**config.mk**
```make
export PLATFORM = sky130hd
export DESIGN_NAME = sleep_timer_volume_fader
export DESIGN_NICKNAME = d
export VERILOG_FILES = /design/src/design/stvf_pkg.sv /design/src/design/stvf_ctrl.sv /design/src/design/stvf_datapath.sv /design/src/design/sleep_timer_volume_fader.sv
export SDC_FILE = /design/constraint.sdc
export NUM_CORES = 2
export LEC_CHECK = 0
export ABC_AREA = 1
export ABC_CLOCK_PERIOD_IN_PS = 8500
export BUFFER_PORTS_ARGS = -buffer_cell sky130_fd_sc_hd__buf_2
export CAP_MARGIN = 20
export CORE_MARGIN = 2
export CORE_UTILIZATION = 45
export CTS_BUF_LIST = sky130_fd_sc_hd__clkbuf_4 sky130_fd_sc_hd__clkbuf_8 sky130_fd_sc_hd__clkbuf_16
export DETAILED_ROUTE_END_ITERATION = 8
export HOLD_SLACK_MARGIN = 0.15
export PLACE_DENSITY = 0.73
export SLEW_MARGIN = 10
export SYNTH_ARGS = -nofsm -noshare
export SYNTH_HDL_FRONTEND = slang
export SYNTH_SLANG_ARGS = --single-unit
```
**constraint.sdc**
```tcl
create_clock -name clk_i -period 8.5 [get_ports clk_i]
set_input_delay 0.85 -clock clk_i [delete_from_list [all_inputs] [get_ports clk_i]]
set_output_delay 0.85 -clock clk_i [all_outputs]
set_load 0.01 [all_outputs]
```
**src/design/stvf_pkg.sv**
```systemverilog
package stvf_pkg;

  // Operation codes carried by each input transaction.
  typedef enum logic [2:0] {
    OP_REFRESH = 3'd0,
    OP_ENABLE  = 3'd1,
    OP_DISABLE = 3'd2,
    OP_STOP    = 3'd3,
    OP_VOLUME  = 3'd4
  } op_e;

  // Configuration register indexes.
  typedef enum logic [1:0] {
    CFG_SLEEP_DURATION = 2'd0,
    CFG_TIMER_FADE     = 2'd1,
    CFG_STOP_FADE      = 2'd2
  } cfg_idx_e;

  // Controller states.
  typedef enum logic [3:0] {
    ST_IDLE,
    ST_EXEC,
    ST_CHECK,
    ST_ELAPSED,
    ST_COMPARE,
    ST_MULTIPLY,
    ST_DIVIDE,
    ST_FINISH,
    ST_DONE
  } ctrl_state_e;

  // Datapath operation selected by the controller in each cycle.
  typedef enum logic [2:0] {
    DP_NONE,
    DP_EXEC,
    DP_CHECK,
    DP_ELAPSED,
    DP_COMPARE,
    DP_MULTIPLY,
    DP_DIVIDE,
    DP_FINISH
  } dp_cmd_e;

  localparam int unsigned FadeWidth   = 26;
  localparam int unsigned SleepWidth  = 32;
  localparam int unsigned TimeWidth   = 64;
  localparam int unsigned VolWidth    = 7;
  localparam int unsigned ProdWidth   = FadeWidth + VolWidth;
  localparam int unsigned QuotBits    = 7;
  localparam int unsigned StepWidth   = 3;

  localparam logic [VolWidth-1:0]   VolumeMax        = 7'd100;
  localparam logic [VolWidth-1:0]   VolumeReset      = 7'd40;
  localparam logic [SleepWidth-1:0] SleepReset       = 32'd1800000000;
  localparam logic [FadeWidth-1:0]  TimerFadeReset   = 26'd15000000;
  localparam logic [FadeWidth-1:0]  StopFadeReset    = 26'd500000;
  localparam logic [StepWidth-1:0]  DivFirstStep     = 3'(QuotBits - 1);

  typedef struct packed {
    logic    load_in;
    dp_cmd_e op_cmd;
    logic    load_out;
  } ctrl_cmd_t;

  typedef struct packed {
    logic is_refresh;
    logic play_on;
    logic fade_on;
    logic timer_expired;
    logic fade_ends;
    logic div_last;
  } dp_status_t;

endpackage

```
**src/design/stvf_ctrl.sv**
```systemverilog
module stvf_ctrl (
  input  logic                clk_i,
  input  logic                rst_ni,
  input  logic                in_valid_i,
  output logic                in_ready_o,
  output logic                out_valid_o,
  input  logic                out_ready_i,
  input  stvf_pkg::dp_status_t status_i,
  output stvf_pkg::ctrl_cmd_t  cmd_o
);
  import stvf_pkg::*;

  ctrl_state_e state_q, state_d;
  logic        out_valid_q, out_valid_d;

  // State and output-valid registers.
  always_ff @(posedge clk_i or negedge rst_ni) begin
    if (!rst_ni) begin
      state_q     <= ST_IDLE;
      out_valid_q <= 1'b0;
    end else begin
      state_q     <= state_d;
      out_valid_q <= out_valid_d;
    end
  end

  // Next state and datapath commands.
  always_comb begin
    state_d        = state_q;
    cmd_o.load_in  = 1'b0;
    cmd_o.op_cmd   = DP_NONE;
    cmd_o.load_out = 1'b0;
    in_ready_o     = 1'b0;
    case (state_q)
      ST_IDLE: begin
        in_ready_o = 1'b1;
        if (in_valid_i) begin
          cmd_o.load_in = 1'b1;
          state_d       = ST_EXEC;
        end
      end
      ST_EXEC: begin
        cmd_o.op_cmd = DP_EXEC;
        state_d = (status_i.is_refresh && status_i.play_on) ? ST_CHECK : ST_DONE;
      end
      ST_CHECK: begin
        cmd_o.op_cmd = DP_CHECK;
        state_d = (status_i.fade_on || status_i.timer_expired) ? ST_ELAPSED : ST_DONE;
      end
      ST_ELAPSED: begin
        cmd_o.op_cmd = DP_ELAPSED;
        state_d      = ST_COMPARE;
      end
      ST_COMPARE: begin
        cmd_o.op_cmd = DP_COMPARE;
        state_d = status_i.fade_ends ? ST_DONE : ST_MULTIPLY;
      end
      ST_MULTIPLY: begin
        cmd_o.op_cmd = DP_MULTIPLY;
        state_d      = ST_DIVIDE;
      end
      ST_DIVIDE: begin
        cmd_o.op_cmd = DP_DIVIDE;
        if (status_i.div_last) begin
          state_d = ST_FINISH;
        end
      end
      ST_FINISH: begin
        cmd_o.op_cmd = DP_FINISH;
        state_d      = ST_DONE;
      end
      ST_DONE: begin
        // Wait until the output register is free or being emptied.
        if (!out_valid_q || out_ready_i) begin
          cmd_o.load_out = 1'b1;
          state_d        = ST_IDLE;
        end
      end
      default: begin
        state_d = ST_IDLE;
      end
    endcase
  end

  // Output register holds a result until its transaction completes.
  always_comb begin
    if (cmd_o.load_out) begin
      out_valid_d = 1'b1;
    end else if (out_ready_i) begin
      out_valid_d = 1'b0;
    end else begin
      out_valid_d = out_valid_q;
    end
  end

  assign out_valid_o = out_valid_q;

endmodule

```
**src/design/stvf_datapath.sv**
```systemverilog
module stvf_datapath (
  input  logic                 clk_i,
  input  logic                 rst_ni,
  input  logic                 cfg_we_i,
  input  logic [1:0]           cfg_index_i,
  input  logic [31:0]          cfg_data_i,
  input  logic [2:0]           op_i,
  input  logic [63:0]          now_us_i,
  input  logic [7:0]           volume_value_i,
  input  stvf_pkg::ctrl_cmd_t  cmd_i,
  output stvf_pkg::dp_status_t status_o,
  output logic                 playing_o,
  output logic [6:0]           effective_volume_o,
  output logic                 fading_o
);
  import stvf_pkg::*;

  // Latched input transaction.
  op_e                   op_q;
  logic [TimeWidth-1:0]  now_q;
  logic [7:0]            vol_q;

  // Configuration registers.
  logic [SleepWidth-1:0] sleep_dur_q;
  logic [FadeWidth-1:0]  timer_fade_q;
  logic [FadeWidth-1:0]  stop_fade_q;

  // Block state.
  logic                  play_on_q, play_on_d;
  logic [VolWidth-1:0]   user_vol_q, user_vol_d;
  logic [VolWidth-1:0]   scaled_vol_q, scaled_vol_d;
  logic [TimeWidth-1:0]  deadline_q, deadline_d;
  logic [TimeWidth-1:0]  fade_start_q, fade_start_d;
  logic [FadeWidth-1:0]  fade_len_q, fade_len_d;
  logic                  fade_on_q, fade_on_d;

  // Fade arithmetic work registers.
  logic [TimeWidth-1:0]  elapsed_q, elapsed_d;
  logic [FadeWidth-1:0]  remaining_q, remaining_d;
  logic [ProdWidth-1:0]  rem_q, rem_d;
  logic [QuotBits-1:0]   quot_q, quot_d;
  logic [StepWidth-1:0]  cnt_q, cnt_d;

  // Result register payload.
  logic                  playing_q;
  logic [VolWidth-1:0]   eff_vol_q;
  logic                  fading_q;

  logic                  timer_expired;
  logic                  fade_ends;
  logic [ProdWidth-1:0]  div_shifted;
  logic [VolWidth-1:0]   vol_clamped;

  // Input capture, work registers and result payload; these need no reset.
  always_ff @(posedge clk_i) begin
    if (cmd_i.load_in) begin
      op_q  <= op_e'(op_i);
      now_q <= now_us_i;
      vol_q <= volume_value_i;
    end
    if (cmd_i.load_out) begin
      playing_q <= play_on_q;
      eff_vol_q <= scaled_vol_q;
      fading_q  <= fade_on_q;
    end
    elapsed_q   <= elapsed_d;
    remaining_q <= remaining_d;
    rem_q       <= rem_d;
    quot_q      <= quot_d;
    cnt_q       <= cnt_d;
  end

  // Configuration writes; an index beyond the list is ignored.
  always_ff @(posedge clk_i or negedge rst_ni) begin
    if (!rst_ni) begin
      sleep_dur_q  <= SleepReset;
      timer_fade_q <= TimerFadeReset;
      stop_fade_q  <= StopFadeReset;
    end else if (cfg_we_i) begin
      case (cfg_idx_e'(cfg_index_i))
        CFG_SLEEP_DURATION: sleep_dur_q  <= cfg_data_i;
        CFG_TIMER_FADE:     timer_fade_q <= cfg_data_i[FadeWidth-1:0];
        CFG_STOP_FADE:      stop_fade_q  <= cfg_data_i[FadeWidth-1:0];
        default: ;
      endcase
    end
  end

  // Block state registers.
  always_ff @(posedge clk_i or negedge rst_ni) begin
    if (!rst_ni) begin
      play_on_q    <= 1'b0;
      user_vol_q   <= VolumeReset;
      scaled_vol_q <= VolumeReset;
      deadline_q   <= '0;
      fade_start_q <= '0;
      fade_len_q   <= '0;
      fade_on_q    <= 1'b0;
    end else begin
      play_on_q    <= play_on_d;
      user_vol_q   <= user_vol_d;
      scaled_vol_q <= scaled_vol_d;
      deadline_q   <= deadline_d;
      fade_start_q <= fade_start_d;
      fade_len_q   <= fade_len_d;
      fade_on_q    <= fade_on_d;
    end
  end

  // Status toward the controller.
  assign timer_expired = (deadline_q != '0) && (now_q >= deadline_q);
  assign fade_ends = (fade_len_q == '0) || (elapsed_q[TimeWidth-1:FadeWidth] != '0) ||
                     (elapsed_q[FadeWidth-1:0] >= fade_len_q);
  assign div_shifted = {{VolWidth{1'b0}}, fade_len_q} << cnt_q;
  assign vol_clamped = (vol_q > {1'b0, VolumeMax}) ? VolumeMax : vol_q[VolWidth-1:0];

  assign status_o.is_refresh    = (op_q == OP_REFRESH);
  assign status_o.play_on       = play_on_q;
  assign status_o.fade_on       = fade_on_q;
  assign status_o.timer_expired = timer_expired;
  assign status_o.fade_ends     = fade_ends;
  assign status_o.div_last      = (cnt_q == '0);

  // State updates for each datapath operation.
  always_comb begin
    play_on_d    = play_on_q;
    user_vol_d   = user_vol_q;
    scaled_vol_d = scaled_vol_q;
    deadline_d   = deadline_q;
    fade_start_d = fade_start_q;
    fade_len_d   = fade_len_q;
    fade_on_d    = fade_on_q;
    elapsed_d    = elapsed_q;
    remaining_d  = remaining_q;
    rem_d        = rem_q;
    quot_d       = quot_q;
    cnt_d        = cnt_q;
    case (cmd_i.op_cmd)
      DP_EXEC: begin
        case (op_q)
          OP_REFRESH: begin
            if (!play_on_q) begin
              scaled_vol_d = user_vol_q;
            end
          end
          OP_ENABLE: begin
            play_on_d    = 1'b1;
            deadline_d   = now_q + {{(TimeWidth-SleepWidth){1'b0}}, sleep_dur_q};
            fade_on_d    = 1'b0;
            fade_start_d = '0;
            fade_len_d   = '0;
            scaled_vol_d = user_vol_q;
          end
          OP_DISABLE: begin
            play_on_d    = 1'b0;
            deadline_d   = '0;
            fade_on_d    = 1'b0;
            fade_start_d = '0;
            fade_len_d   = '0;
            scaled_vol_d = user_vol_q;
          end
          OP_STOP: begin
            if (play_on_q && !fade_on_q) begin
              fade_on_d    = 1'b1;
              fade_start_d = now_q;
              fade_len_d   = stop_fade_q;
            end
          end
          OP_VOLUME: begin
            user_vol_d = vol_clamped;
          end
          default: ;
        endcase
      end
      DP_CHECK: begin
        // Start the long fade once the deadline has passed.
        if (!fade_on_q) begin
          if (timer_expired) begin
            fade_on_d    = 1'b1;
            fade_start_d = now_q;
            fade_len_d   = timer_fade_q;
          end else begin
            scaled_vol_d = user_vol_q;
          end
        end
      end
      DP_ELAPSED: begin
        elapsed_d = now_q - fade_start_q;
      end
      DP_COMPARE: begin
        if (fade_ends) begin
          scaled_vol_d = '0;
          play_on_d    = 1'b0;
          fade_on_d    = 1'b0;
          deadline_d   = '0;
        end else begin
          remaining_d = fade_len_q - elapsed_q[FadeWidth-1:0];
        end
      end
      DP_MULTIPLY: begin
        rem_d  = {{FadeWidth{1'b0}}, user_vol_q} * {{VolWidth{1'b0}}, remaining_q};
        quot_d = '0;
        cnt_d  = DivFirstStep;
      end
      DP_DIVIDE: begin
        // One restoring division step per cycle, most significant bit first.
        if (rem_q >= div_shifted) begin
          rem_d          = rem_q - div_shifted;
          quot_d[cnt_q]  = 1'b1;
        end
        cnt_d = cnt_q - StepWidth'(1);
      end
      DP_FINISH: begin
        scaled_vol_d = quot_q;
      end
      default: ;
    endcase
  end

  assign playing_o          = playing_q;
  assign effective_volume_o = eff_vol_q;
  assign fading_o           = fading_q;

endmodule

```
**src/design/sleep_timer_volume_fader.sv**
```systemverilog
// Channel   | Direction | Handshake               | Payload
// ----------+-----------+-------------------------+------------------------------------
// input     | in        | in_valid_i / in_ready_o | op_i, now_us_i, volume_value_i
// result    | out       | out_valid_o/out_ready_i | playing_o, effective_volume_o, fading_o
// config    | in        | cfg_we_i                | cfg_index_i, cfg_data_i
//
// Each transaction yields one result, loaded in ST_DONE; a refresh while playing adds ST_CHECK,
// and a fade runs ST_ELAPSED to ST_FINISH via the divider; no new input until it is loaded.
// Reset is asynchronous and active low; it clears control, state and configuration
// registers, while input capture, work and payload registers need no reset.
// A stalled result register holds the finished transaction; the next input is accepted
// meanwhile, and its result waits in ST_DONE until the register is free.
module sleep_timer_volume_fader (
  input  logic        clk_i,
  input  logic        rst_ni,
  input  logic        cfg_we_i,
  input  logic [1:0]  cfg_index_i,
  input  logic [31:0] cfg_data_i,
  input  logic        in_valid_i,
  output logic        in_ready_o,
  input  logic [2:0]  op_i,
  input  logic [63:0] now_us_i,
  input  logic [7:0]  volume_value_i,
  output logic        out_valid_o,
  input  logic        out_ready_i,
  output logic        playing_o,
  output logic [6:0]  effective_volume_o,
  output logic        fading_o
);
  import stvf_pkg::*;

  ctrl_cmd_t  cmd;
  dp_status_t status;

  stvf_ctrl u_ctrl (
    .clk_i       (clk_i),
    .rst_ni      (rst_ni),
    .in_valid_i  (in_valid_i),
    .in_ready_o  (in_ready_o),
    .out_valid_o (out_valid_o),
    .out_ready_i (out_ready_i),
    .status_i    (status),
    .cmd_o       (cmd)
  );

  stvf_datapath u_datapath (
    .clk_i              (clk_i),
    .rst_ni             (rst_ni),
    .cfg_we_i           (cfg_we_i),
    .cfg_index_i        (cfg_index_i),
    .cfg_data_i         (cfg_data_i),
    .op_i               (op_i),
    .now_us_i           (now_us_i),
    .volume_value_i     (volume_value_i),
    .cmd_i              (cmd),
    .status_o           (status),
    .playing_o          (playing_o),
    .effective_volume_o (effective_volume_o),
    .fading_o           (fading_o)
  );

endmodule

```
# == Word-level counts from Yosys, hierarchy flattened ==
# Index checks and enable logic that the tools add are counted.
# word_totals
ff_bits,476
wordCells,157
output_inout_bits,11
# op_classes
n_mul,1
eq_ne,34
n_addsub,5
n_reduce_logical,35
n_bitwise,2
mux,50
shifts,1
magnitude_cmp,6
# op_table
cell,count
$pmux 64 s2,4
$mux 64,4
$pmux 26 s2,2
$mux 26,3
$pmux 33 s2,1
$add 64x32->64,1
$ge 64x64->1,1
$reduce_bool 64->1,1
$sub 64x64->64,1
$mux 7,6
$reduce_bool 38->1,1
$pmux 4 s9,1
$ge 33x33->1,1
$mul 7x26->33,1
$mux 33,1
$shl 26x3->33,1
$sub 33x33->33,1
$pmux 7 s2,2
$pmux 7 s4,1
$ge 26x26->1,1
$logic_not 26->1,1
$sub 26x26->26,1
$mux 4,6
$pmux 3 s7,1
39 further kinds,90

# == Logic depth before layout (Yosys ltp) ==
# logic_depth
word_depth,7
ltp_mapped,24

# == Cells and area by module ==
# Synthesis repeated with hierarchy kept, for this count alone.
# unflattened
cells_unflattened,5241
area_unflattened_um2,38473.1
# modules_own_cells
mod,n_inst,area_each_um2,cells_per_inst
stvf_datapath,1,38094.0,5184
stvf_ctrl,1,379.1,57

# == Worst setup path after synthesis ==
# Ideal clock, no wire load.
# synth_path
kind,input port to flip-flop
startpoint,in in_valid_i
endpoint,"reg u_datapath.now_q[0], enable pin"
arrival_ns,5.985
setup_time_ns,0.601
path_slack_ns,1.914
n_path_buf,0
t_required_ns,7.899
cell_stages,2
cell_sequence,inv_1 nor3_1
# synth_lines
element,line,text
"start, declared",sleep_timer_volume_fader.sv:19,"input logic in_valid_i,"
"end signal, assigned",stvf_datapath.sv:58,now_q <= now_us_i;
"end, declared",stvf_datapath.sv:20,logic [TimeWidth-1:0] now_q;

# == Final worst setup path ==
# layout_path
startpoint,reg u_datapath.user_vol_q[2]
endpoint,"reg u_datapath.rem_q[22], data pin"
# layout_between
elab_chain_cells,2
# layout_lines
element,line,text
"start, declared",stvf_datapath.sv:30,"logic [VolWidth-1:0] user_vol_q, user_vol_d;"
"start signal, assigned",stvf_datapath.sv:93,user_vol_q <= VolumeReset;
"start signal, assigned",stvf_datapath.sv:101,user_vol_q <= user_vol_d;
$mul 7x26->33,stvf_datapath.sv:201,"rem_d = {{FadeWidth{1'b0}}, user_vol_q} * {{VolWidth{1'b0}}, remaining_q};"
$pmux 33 s2,stvf_datapath.sv:138,case (cmd_i.op_cmd)
net u_datapath.rem_d[22],stvf_datapath.sv:40,"logic [ProdWidth-1:0] rem_q, rem_d;"
"end signal, assigned",stvf_datapath.sv:68,rem_q <= rem_d;
"end, declared",stvf_datapath.sv:40,
# The timed path passes the listed nets, and every way through them passes these cells.
# A chain may end at the register's enable or synchronous reset.

==> out/summary.txt <==
final clock period utilization by the worst path -> 65.12%
global placement routability congestion -> 0.9997
sequential cell area fraction in the yosys report -> 34.14%
Clock Latency Late Sink -> 0.64 ns
number of nets in the synthesized netlist -> 5703
number of port buffers -> 124
horizontal die dimension -> 295.3 um
number of hold buffers added after CTS -> 0
post-CTS sizing -> 0
CTS tree -> built
data arrival time of the worst path -> 5.91 ns
final design area excluding fillers -> 41740 um2
H-tree lvl count -> 2
library cell with the largest summed area after synthesis -> sky130_fd_sc_hd__edfxtp_1
Main synth FF type -> sky130_fd_sc_hd__dfrtp_1
maximum number of pins on one net before global-route repair -> 157
maximum clock insertion buffer count -> 3
critical setup path kind -> flop to flop
net load switching power -> 8.062 mW
cell area after synthesis -> 38190 um2
Clk pin slew, worst setup/hold paths -> 0.07 ns
area of the core -> 83820 um2
mean cell area of the mapped netlist -> 7.351 um2
highest net fanout along the worst path -> 28
outcome -> finished clean
reported leakage power -> 20.55 nW
cell internal pwr -> 7.922 mW
combined flip-flop and latch cell area -> 13040 um2
final clock skew -> 0.02762 ns
starting utilization of the core area -> 45.56%
Hold Vio Cnt, Final -> 0
total clock sinks -> 476
sequential fraction of design power -> 24.5%
endpoint of the worst register-to-register path -> u_datapath.rem_q[22]
overall global routing resource usage -> 27.87%
Detailed Routing Iterations Pass 1 -> 8
final antenna-violating net count -> 0
IR Drop Worst-Case VDD -> 0.2674 mV
total grt overflow -> 0
Final nets -> 5787
Peak Freq -> 180.7 MHz
proportion of register bits with asynchronous set or reset after synthesis -> 54.41%
antenna violations before repair -> 0
min cycle time layout -> 5.535 ns
post-CTS repair timing setup buffer count -> 0
total of warnings raised by yosys -> 0
kind of path behind the tightest hold check -> primary input to async pin
number of cells on the worst reg-to-reg path -> 17
CTS Root Buffer Type -> sky130_fd_sc_hd__clkbuf_16
count of vias placed by the detailed router -> 35.05k
tightest slew margin relative to the limit -> 23.52%
Die Area -> 87210 um2
most common cell in the netlist -> sky130_fd_sc_hd__nand2_1
Synth cell types -> 58
ranking of synthesized cells by instance count -> sky130_fd_sc_hd__nand2_1, sky130_fd_sc_hd__inv_1, sky130_fd_sc_hd__nor2_1
drc violations -> 0
power density cells -> 382.9 nW/um2
Clk pwr share -> 14.8%
number of synthesized flops with an enable pin -> 217
launching point of the worst reg2reg path -> u_datapath.user_vol_q[2]
ratio of cells with drive above 1 in the final layout -> 6.086%
post-detailed-placement cell area -> 39950 um2
post-DR vias/cell -> 5.426
number of clock buffers inserted by TritonCTS -> 53
Worst Setup Start Kind -> flop
Slew Viols, Final -> 0
area of the multi-input gates -> 21330 um2
I/O pin total -> 125
number of endpoints failing setup at the final stage -> 0
internal reg-to-reg setup slack -> 2.96 ns
wirelength, routed -> 121400 um
global-route wire length before repair -> 188300 um
Comb pwr share -> 60.7%
largest cells by area after synthesis -> sky130_fd_sc_hd__edfxtp_1, sky130_fd_sc_hd__dfrtp_1, sky130_fd_sc_hd__nand2_1
die boundary height -> 295.3 um
number of global-route vias before repair -> 34.14k
number of design-rule violations left by the first detailed-router iteration -> 3544
standard-cell rows -> 106
fill count -> 8331
HPWL reported at the end of detailed placement -> 97580 um
Critical Path Sink Type -> flop
average routed wire per standard cell -> 18.79 um
flops & latches, synth -> 476
reported max-cap violation count -> 0
required time at the worst-slack endpoint -> 8.87 ns
summed negative setup slack over all endpoints -> 0 ns
top-area cell type share of the netlist area -> 17.06%
layout-stage area growth over the synthesis result -> 9.308%
number of instances in the synthesized netlist -> 5195
share of total power consumed by net switching -> 50.44%
setup repair after global routing missed its margin -> no
Least-Margin Pin Slew -> 1.147 ns
[cell families (layout without fill, tap and decap cells)]
logic type                 after synthesis  count (layout)  share of synthesized area, %
DFF                                    476             476                         34.14
AOI/OAI and AO/OA                      833             833                         11.92
xor gates and xnor gates               114             114                         2.615
adders and majority gates              394             394                         15.33
muxes                                    9               9                        0.2556
and+or+nand+nor                       2358            2358                         25.63
other                                    0               1                             0
buffers and inverters                 1011            1140                         10.11
[power by group through the flow]
| stage | logic, mW | registers (mW) | clock network (mW) |
|---|---|---|---|
| floorplan | 7.11 | 3.62 | 0 |
| global placement | 9.41 | 3.92 | 0 |
| detailed placement | 9.56 | 3.94 | 0 |
| CTS | 9.62 | 3.90 | 2.39 |
| global route | 10.9 | 3.98 | 2.49 |
| finish | 9.70 | 3.92 | 2.36 |
[worst max-delay path by stage]
| stage | to | startpoint | cells after the start |
|---|---|---|---|
| 6_report | u_datapath.rem_q[22] | u_datapath.user_vol_q[2] | 17 |
| 4_1_cts | u_datapath.rem_q[22] | u_datapath.user_vol_q[6] | 17 |
| 3_5_place_dp | u_datapath.rem_q[22] | u_datapath.user_vol_q[6] | 17 |
| 2_1_floorplan | u_datapath.now_q[0] | in_valid_i | 2 |
| 3_3_place_gp | u_datapath.rem_q[22] | u_datapath.user_vol_q[2] | 17 |
| 5_1_grt | u_datapath.rem_q[32] | u_datapath.user_vol_q[6] | 18 |
[layout make-up]
type / instances / area share, %
well taps: 1134 / 3.399
clock inverters: 35 / 0.8033
flip-flops and latches: 476 / 31.24
diodes: 1 / 0.005995
clock buffers: 65 / 3.480
repair buffers: 147 / 1.954
inverters: 893 / 8.030
multi-input cells: 3708 / 51.09
[flip-flops by register name (all words and copies together), names as in the netlist]
signal / count
u_datapath.playing_o: 1
u_datapath.now_q: 64
u_ctrl.out_valid_o: 1
u_datapath.remaining_q: 26
u_datapath.op_q: 3
u_ctrl.state_q: 4
u_datapath.timer_fade_q: 26
u_datapath.deadline_q: 64
u_datapath.stop_fade_q: 26
u_datapath.cnt_q: 3
u_datapath.effective_volume_o: 7
u_datapath.elapsed_q: 64
u_datapath.sleep_dur_q: 32
u_datapath.fade_on_q: 1
u_datapath.scaled_vol_q: 7
u_datapath.vol_q: 8
u_datapath.fade_len_q: 26
u_datapath.play_on_q: 1
u_datapath.user_vol_q: 7
u_datapath.fade_start_q: 64
u_datapath.rem_q: 33
u_datapath.fading_o: 1
u_datapath.quot_q: 7
[per-stage QoR]
step                      worst slack (ns)  hold slack, ns  cells  power, mW  utilization, %
final                                2.965          0.2271   6459      15.98           49.80
after global routing                 2.650          0.3112   6458      17.41           49.80
after CTS                            2.990          0.2831   6458      15.91           49.80
after detailed placement             3.011          0.4456   6358      13.50           47.66
after global placement               3.104          0.4387   6358      13.34           47.66
after floorplan                      1.914          0.4253   5195      10.73               -
[critical path, cell delays in order (launching register included)]
cell	delay, ns
sky130_fd_sc_hd__dfrtp_1	1.10
sky130_fd_sc_hd__nand2_1	0.10
sky130_fd_sc_hd__inv_1	0.12
sky130_fd_sc_hd__fa_1	0.44
sky130_fd_sc_hd__fa_1	0.49
sky130_fd_sc_hd__fa_1	0.57
sky130_fd_sc_hd__inv_1	0.06
sky130_fd_sc_hd__fa_1	0.55
sky130_fd_sc_hd__inv_1	0.05
sky130_fd_sc_hd__ha_1	0.36
sky130_fd_sc_hd__a21oi_1	0.21
sky130_fd_sc_hd__o21ai_0	0.10
sky130_fd_sc_hd__a21oi_1	0.24
sky130_fd_sc_hd__o21bai_1	0.23
sky130_fd_sc_hd__a21o_1	0.25
sky130_fd_sc_hd__or2_2	0.28
sky130_fd_sc_hd__nand3_1	0.07
sky130_fd_sc_hd__nand2_1	0.06
[placed cells by master, fill, tap and decap left out, types with 22 or more instances in the layout]
cell,count
sky130_fd_sc_hd__nor2_1,458
sky130_fd_sc_hd__o22ai_1,47
sky130_fd_sc_hd__edfxtp_1,217
sky130_fd_sc_hd__ha_1,271
sky130_fd_sc_hd__nor3_1,59
sky130_fd_sc_hd__nor4_1,29
sky130_fd_sc_hd__dfrtp_1,226
sky130_fd_sc_hd__a21oi_1,314
sky130_fd_sc_hd__fa_1,123
sky130_fd_sc_hd__buf_4,22
sky130_fd_sc_hd__clkbuf_16,54
sky130_fd_sc_hd__xor2_1,70
sky130_fd_sc_hd__xnor2_1,44
sky130_fd_sc_hd__nand3_1,319
sky130_fd_sc_hd__o21bai_1,24
sky130_fd_sc_hd__dfstp_2,33
sky130_fd_sc_hd__a21o_1,29
sky130_fd_sc_hd__nand4_1,79
sky130_fd_sc_hd__buf_2,123
sky130_fd_sc_hd__inv_1,882
sky130_fd_sc_hd__nand2_1,1358
sky130_fd_sc_hd__o21ai_0,334
[metal layers]
| metal | vias to the layer above | global-route usage (%) | part of all wire (%) |
|---|---|---|---|
| met4 | 0 | 11.70 | 4.9 |
| met1 | 16410 | 36.68 | 42 |
| met2 | 1320 | 46.90 | 46 |
| met5 | - | 0 | 0 |
| met3 | 297 | 2.819 | 6.4 |
| li1 | 17020 | - | - |
No activity file was read; power rests on OpenSTA's default activity.
